### config.mk
export PLATFORM = sky130hd
export DESIGN_NAME = bspc_dot_unit
export DESIGN_NICKNAME = d
export VERILOG_FILES = /design/src/bsp_point_contents_unit_macros.svh /design/src/bspc_pkg.sv /design/src/bspc_dot_unit.sv
export SDC_FILE = /design/constraint.sdc
export NUM_CORES = 2
export LEC_CHECK = 0
export BUFFER_PORTS_ARGS = -buffer_cell sky130_fd_sc_hd__buf_4
export CAP_MARGIN = 20
export CELL_PAD_IN_SITES_DETAIL_PLACEMENT = 2
export CELL_PAD_IN_SITES_GLOBAL_PLACEMENT = 2
export CORE_ASPECT_RATIO = 1.2
export CORE_MARGIN = 2
export CORE_UTILIZATION = 41
export DETAILED_ROUTE_END_ITERATION = 12
export PLACE_DENSITY_LB_ADDON = 0.15
export SLEW_MARGIN = 20
export SYNTH_ARGS = -nofsm -noshare
export SYNTH_HDL_FRONTEND = slang
export SYNTH_SLANG_ARGS = --single-unit
### constraint.sdc
create_clock -name i_clk -period 13.82 [get_ports i_clk]
set_input_delay 2.764 -clock i_clk [delete_from_list [all_inputs] [get_ports i_clk]]
set_output_delay 2.764 -clock i_clk [all_outputs]
set_load 0.02 [all_outputs]
### src/bsp_point_contents_unit_macros.svh
// Assertion macros used by the top level of the BSP point contents unit.
`ifndef BSP_POINT_CONTENTS_UNIT_MACROS_SVH
`define BSP_POINT_CONTENTS_UNIT_MACROS_SVH

// The consequent must hold in the same cycle as the antecedent.
`define BSPC_ASSERT_SAME(label, clk, rst_n, ante, cons) \
    label: assert property (@(posedge clk) disable iff (!rst_n) (ante) |-> (cons)) \
        else $error("bsp_point_contents_unit: same-cycle check failed");

// The consequent must hold in the cycle after the antecedent.
`define BSPC_ASSERT_NEXT(label, clk, rst_n, ante, cons) \
    label: assert property (@(posedge clk) disable iff (!rst_n) (ante) |=> (cons)) \
        else $error("bsp_point_contents_unit: next-cycle check failed");

`endif

### src/bspc_pkg.sv
// Package with the types, codes and constants of the BSP point contents unit.
`default_nettype none

package bspc_pkg;

    localparam int BSPC_NODE_COUNT  = 1024;
    localparam int BSPC_PLANE_COUNT = 2048;
    localparam int BSPC_LEAF_COUNT  = 1024;
    localparam int BSPC_MAX_STEPS   = 64;

    // Field widths fixed by the word format.
    localparam int IDX_W   = 11;
    localparam int CHILD_W = 11;
    localparam int NODE_W  = 10;
    localparam int LEAF_W  = 10;
    localparam int VAL_W   = 32;
    localparam int PROD_W  = 2 * VAL_W;
    // Three products plus the shifted distance fit in 66 bits; one spare.
    localparam int ACC_W   = PROD_W + 3;
    localparam int DIST_SHIFT = 16;

    typedef enum logic [1:0] {
        CMD_WR_NODE  = 2'd0,
        CMD_WR_PLANE = 2'd1,
        CMD_WR_LEAF  = 2'd2,
        CMD_QUERY    = 2'd3
    } t_command;

    typedef struct packed {
        logic        [IDX_W-1:0]   plane;
        logic signed [CHILD_W-1:0] front;
        logic signed [CHILD_W-1:0] back;
    } t_node_entry;

    typedef struct packed {
        logic signed [VAL_W-1:0] nx;
        logic signed [VAL_W-1:0] ny;
        logic signed [VAL_W-1:0] nz;
        logic signed [VAL_W-1:0] offset;
    } t_plane_entry;

    typedef struct packed {
        logic done;
        logic front;
    } t_dot_status;

endpackage

`default_nettype wire

### src/bspc_dot_unit.sv
// Shared multiply-accumulate unit that forms the sign of dot(normal, point) - dist.
`default_nettype none

module bspc_dot_unit
    import bspc_pkg::*;
(
    input  wire logic                    i_clk,
    input  wire logic                    i_rst_n,
    input  wire logic                    i_start,
    input  wire t_plane_entry            i_plane,
    input  wire logic signed [VAL_W-1:0] i_px,
    input  wire logic signed [VAL_W-1:0] i_py,
    input  wire logic signed [VAL_W-1:0] i_pz,
    output t_dot_status                  o_status
);

    localparam logic [1:0] K_X    = 2'd0;
    localparam logic [1:0] K_Y    = 2'd1;
    localparam logic [1:0] K_Z    = 2'd2;
    localparam logic [1:0] K_LAST = 2'd3;

    logic                     r_busy;
    logic                     r_done;
    logic [1:0]               r_k;
    logic signed [PROD_W-1:0] r_prod;
    logic signed [ACC_W-1:0]  r_acc;
    logic signed [VAL_W-1:0]  w_op_a;
    logic signed [VAL_W-1:0]  w_op_b;

    always_comb begin
        case (r_k)
            K_X: begin
                w_op_a = i_plane.nx;
                w_op_b = i_px;
            end
            K_Y: begin
                w_op_a = i_plane.ny;
                w_op_b = i_py;
            end
            K_Z: begin
                w_op_a = i_plane.nz;
                w_op_b = i_pz;
            end
            default: begin
                w_op_a = '0;
                w_op_b = '0;
            end
        endcase
    end

    always_ff @(posedge i_clk) begin
        if (!i_rst_n) begin
            r_busy <= 1'b0;
            r_done <= 1'b0;
            r_k    <= K_X;
        end else if (i_start) begin
            r_busy <= 1'b1;
            r_done <= 1'b0;
            r_k    <= K_X;
        end else if (r_busy) begin
            r_k <= r_k + 2'd1;
            if (r_k == K_LAST) begin
                r_busy <= 1'b0;
                r_done <= 1'b1;
            end
        end else begin
            r_done <= 1'b0;
        end
    end

    // The product of one step is added in the following step.
    always_ff @(posedge i_clk) begin
        if (i_start) begin
            r_acc <= -(ACC_W'(i_plane.offset) <<< DIST_SHIFT);
        end else if (r_busy) begin
            if (r_k != K_X) begin
                r_acc <= r_acc + ACC_W'(r_prod);
            end
            if (r_k != K_LAST) begin
                r_prod <= w_op_a * w_op_b;
            end
        end
    end

    assign o_status.done  = r_done;
    assign o_status.front = ~r_acc[ACC_W-1];

endmodule

`default_nettype wire

# == Yosys cells after proc, flatten, opt, wreduce, memory -nomap -nowiden ==
# Index checks and enable logic that the tools add are counted.
# word_totals
input_bits,227
elab_cells,33
out_inout_bits,2
reg_bits,135
# op_classes
n_addsub,3
n_mul,1
n_eq_ne,4
bitwise,4
reduce_logical,8
mux,8
# op_table
operator,count
2-to-1 mux 67 bit,3
case mux 32 bit (3 select lines),2
adder 67 x 64 -> 67 bit,1
negation 48 -> 67 bit,1
multiplier 32 x 32 -> 64 bit,1
nonzero test 2 bit,3
equality test 2 bit (second input constant),2
NOT 1 bit,4
2-to-1 mux 1 bit,3
AND reduction 3 bit,1
OR reduction 3 bit,1
adder 2 x 1 -> 2 bit (second input constant),1
equality test 2 x 1 -> 1 bit (second input constant),1
zero test 2 bit,1
!= test 2 bit (second input constant),1
AND reduction 2 bit,1
OR reduction 2 bit,1

# == Depth between registers and ports, before layout ==
# logic_depth
word_depth,4
ltp_mapped,37
depth_no_buf,32

# == Least setup slack after synthesis ==
# OpenSTA, ideal clock, no wires.
# synth_path
path_type,input port to flip-flop
from,input i_pz[0]
to,register r_prod[50] (data pin)
path_stages,29
slack_ps,2880
arrival_ps,10675
cell_sequence,a222oi_1 or2_2 clkbuf_1 buf_1 nor2_1 ha_1 inv_1 fa_1 fa_1 fa_1 inv_1 fa_1 inv_1 fa_1 inv_1 fa_1 fa_1 ha_1 a21o_1 a311oi_1 a21bo_2 a221oi_1 o211a_1 o41ai_1 a31oi_1 nor4_1 nor4_1 o21ai_0 xor2_1
# synth_via
elab_chain_len,2
# synth_rtl
element,line_no,source
"start, declared",bspc_dot_unit.sv:13,"input wire logic signed [VAL_W-1:0] i_pz,"
case mux 32 bit (3 select lines),bspc_dot_unit.sv:31,case (r_k)
multiplier 32 x 32 -> 64 bit,bspc_dot_unit.sv:80,r_prod <= w_op_a * w_op_b;
"end signal, assigned",bspc_dot_unit.sv:80,
"end, declared",bspc_dot_unit.sv:25,logic signed [PROD_W-1:0] r_prod;
# No other way between the ends.
# A chain may end at the register's enable or synchronous reset.

# == Final worst setup path ==
# layout_path
from,input i_plane[101] (netlist bit)
to,register r_prod[50] (data pin)
# layout_via
elab_chain_len,2
# layout_rtl
element,line_no,source
"start, declared",bspc_dot_unit.sv:10,"input wire t_plane_entry i_plane,"
case mux 32 bit (3 select lines),bspc_dot_unit.sv:31,
multiplier 32 x 32 -> 64 bit,bspc_dot_unit.sv:80,
# No other way between the ends.

==> metrics.cfg <==
[status]
status=completed

[logic_synthesis]
ys_types=72
synthesis.area_um2=45400
syn_nets=6611
syn_avg_cell_area_um2=9.01
synth_ff_type=edfxtp_1
netlist_instances=5046
ys_ff_latch=135
ys_warn_count=0
yosysSeqAreaShare_pct=8.83
synth_edf_count=131
synth-async-reset-ratio_pct=0

[final_layout]
fillers=12000
area_delta_synth_final_pct=9.29
layout.nets=6736
multi_input_area_um2=36900
seqCellArea_um2=4010
drive_gt1_share_pct=8.66

[min_path]
worstHoldPathType=flip-flop to flip-flop
hold_start=r_busy
holdPathEnd=r_done
min_path_cells=1

[timing]
max_freq_mhz=83.1
hold_slack_ns=0.608
final_hold_viol_count=0
setup_viol=0
worst_slack_ns=1.78
fin_setup_tns_ns=0
skew_ns=0.0192
worst_pin_slew_ns=1.18
finalCritPeriodShare_pct=87.1
slew_violations=0
fin_crit_ns=12.04
rsz0062_at_grt=no
slew-limit-headroom_pct=21.1

[worst_setup_path]
crit_path_top_delay_cell=o41ai_1
reg2reg_to=r_prod[62]
path_buf_inv=7
cpPeakStageDelay_ns=0.77
required_ns=14.04
worst_setup_path_start_kind=input port
endpoint_kind=flip-flop
worstReg2RegStart=r_k[0]
crit_path_max_fanout=12
critPathArrivalTime_ns=12.25
worstRegToRegCells=29
setup.worst_path.class=input port to flip-flop
reg2reg_slack_ns=2.53
critPathTopFamily=adder cells
critPathMostFrequentCell=fa_1

[route]
vias_per_cell=5.86
routed_wirelength_mm=213
avgRoutedWirePerCell_um=32.3
dr.pass1.iters=5
drc=0
drt_iter0_markers=3071
vias=38700
ant_nets=0

[clock_network]
ctsResizeCount=0
clock_path_buffers=2
clock_latency_ns=0.48
cts_sinks=135
cts_max_level=4
cts_buffers=17
post_cts_buffers=0
cts_root_buf=clkbuf_16
cts_hold_buf=0
path_clk_slew_ns=0.08
cts_tree=yes

[floorplanning]
pin_count=229
start_util_pct=41.4
core_area_um2=110000
row_count=133
die_w_um=308
dieArea_um2=114000
dieHeight_um=369

[grt]
grt_usage_pct=38.4
antenna_found_initial=8
grt_overflow=0
grt_pass1_wl_mm=309
grt_pass1_vias=45400
grt_max_degree=73

[placed_design]
dpl.hpwl_mm=177
gp_congestion=1.03
pre_cts_ws_ns=1.17
portBuffers=228

[run]
maxCapViolations=0

[Yosys cell counts, drive strengths merged (3+ instances only)]
| cell type | number | share of area, % |
|---|---|---|
| o211ai | 9 | 0.15 |
| fa | 1083 | 48 |
| a31oi | 16 | 0.22 |
| a221oi | 6 | 0.12 |
| a21o | 79 | 1.3 |
| dfxtp | 4 | 0.18 |
| a21oi | 136 | 1.5 |
| or4 | 5 | 0.091 |
| o21ai | 131 | 1.5 |
| nor4 | 16 | 0.25 |
| and2 | 53 | 0.73 |
| a2111oi | 3 | 0.058 |
| and4 | 6 | 0.12 |
| clkbuf | 230 | 1.9 |
| ha | 255 | 7.0 |
| nor3 | 53 | 0.59 |
| o21a | 21 | 0.35 |
| xnor2 | 100 | 1.9 |
| or3 | 49 | 0.70 |
| nand4 | 35 | 0.48 |
| a211oi | 17 | 0.28 |
| o21bai | 17 | 0.28 |
| nand3 | 31 | 0.34 |
| xor2 | 52 | 1.0 |
| nor2 | 650 | 5.4 |
| a222oi | 22 | 0.48 |
| nand2b | 49 | 0.67 |
| o31ai | 8 | 0.13 |
| buf | 21 | 0.18 |
| a221o | 3 | 0.066 |
| o41ai | 5 | 0.096 |
| edfxtp | 131 | 8.7 |
| a21boi | 3 | 0.050 |
| inv | 975 | 8.1 |
| and3 | 10 | 0.14 |
| a22oi | 42 | 0.69 |
| o2111ai | 3 | 0.058 |
| or2 | 22 | 0.30 |
| nand2 | 636 | 5.3 |
| nor2b | 25 | 0.34 |
[worst max-delay path by stage]
| stage | cells after the start | from | to | slack (ns) |
|---|---|---|---|---|
| 3_3_place_gp | 31 | i_py[5] | r_prod[62] | 1.39 |
| 3_5_place_dp | 31 | i_py[5] | r_prod[62] | 1.17 |
| 6_report | 29 | i_plane[101] | r_prod[50] | 1.78 |
| 5_1_grt | 32 | i_px[6] | r_prod[62] | 1.49 |
| 2_1_floorplan | 29 | i_pz[0] | r_prod[50] | 2.88 |
| 4_1_cts | 31 | i_py[5] | r_prod[62] | 1.68 |
[per-stage QoR]
stage / instances / instance area [µm²] / utilization [%]
2_1_floorplan: 5046 / 45400 / -
3_3_place_gp: 6569 / 49100 / 44.7
6_report: 6606 / 49700 / 45.2
5_1_grt: 6601 / 49600 / 45.2
4_1_cts: 6601 / 49600 / 45.2
3_5_place_dp: 6569 / 49100 / 44.7
[state kept, by name (all words and copies together) (netlist names)]
name,flops
r_acc,67
r_prod,64
r_k,2
r_done,1
r_busy,1
[layer usage]
layer | share of wire (%) | wire [µm] | GRT usage, %
met2 | 47 | 99900 | 62.9
met5 | 0.038 | 82 | 0
met4 | 8.8 | 18700 | 27.7
met1 | 36 | 76800 | 44.2
met3 | 8.4 | 18000 | 8.58
[kinds of logic after synthesis]
group,Yosys count,share of synthesized area [%]
buf+inv,1227,10.1
fa+ha+maj,1338,54.7
compound gates,541,7.70
flops,135,8.83
xor+xnor,152,2.93
mux,2,0.0441
simple gates,1651,15.6
[final cells by class]
type	count	share of cell area, %
repair buffers	357	5.47
inverters	976	7.38
well taps	1417	3.57
multi-input cells	3684	74.3
clock buffers	17	0.857
clock inverters	15	0.305
flip-flops and latches	135	8.08
diodes	5	0.0252
[placed cells by master, fill, tap and decap left out, types with 50 or more instances in the layout]
cell type / netlist / layout
a21o_1: 79 / 78
a21oi_1: 136 / 136
and2_1: 52 / 50
buf_4: 1 / 354
edfxtp_1: 131 / 131
fa_1: 1083 / 1083
ha_1: 255 / 251
inv_1: 975 / 975
nand2_1: 636 / 634
nor2_1: 650 / 635
nor3_1: 52 / 52
o21ai_0: 126 / 126
xnor2_1: 100 / 100
xor2_1: 52 / 52
Power is not shown: default switching activity piles up to over one toggle a cycle in this logic, so the estimate is an artifact.
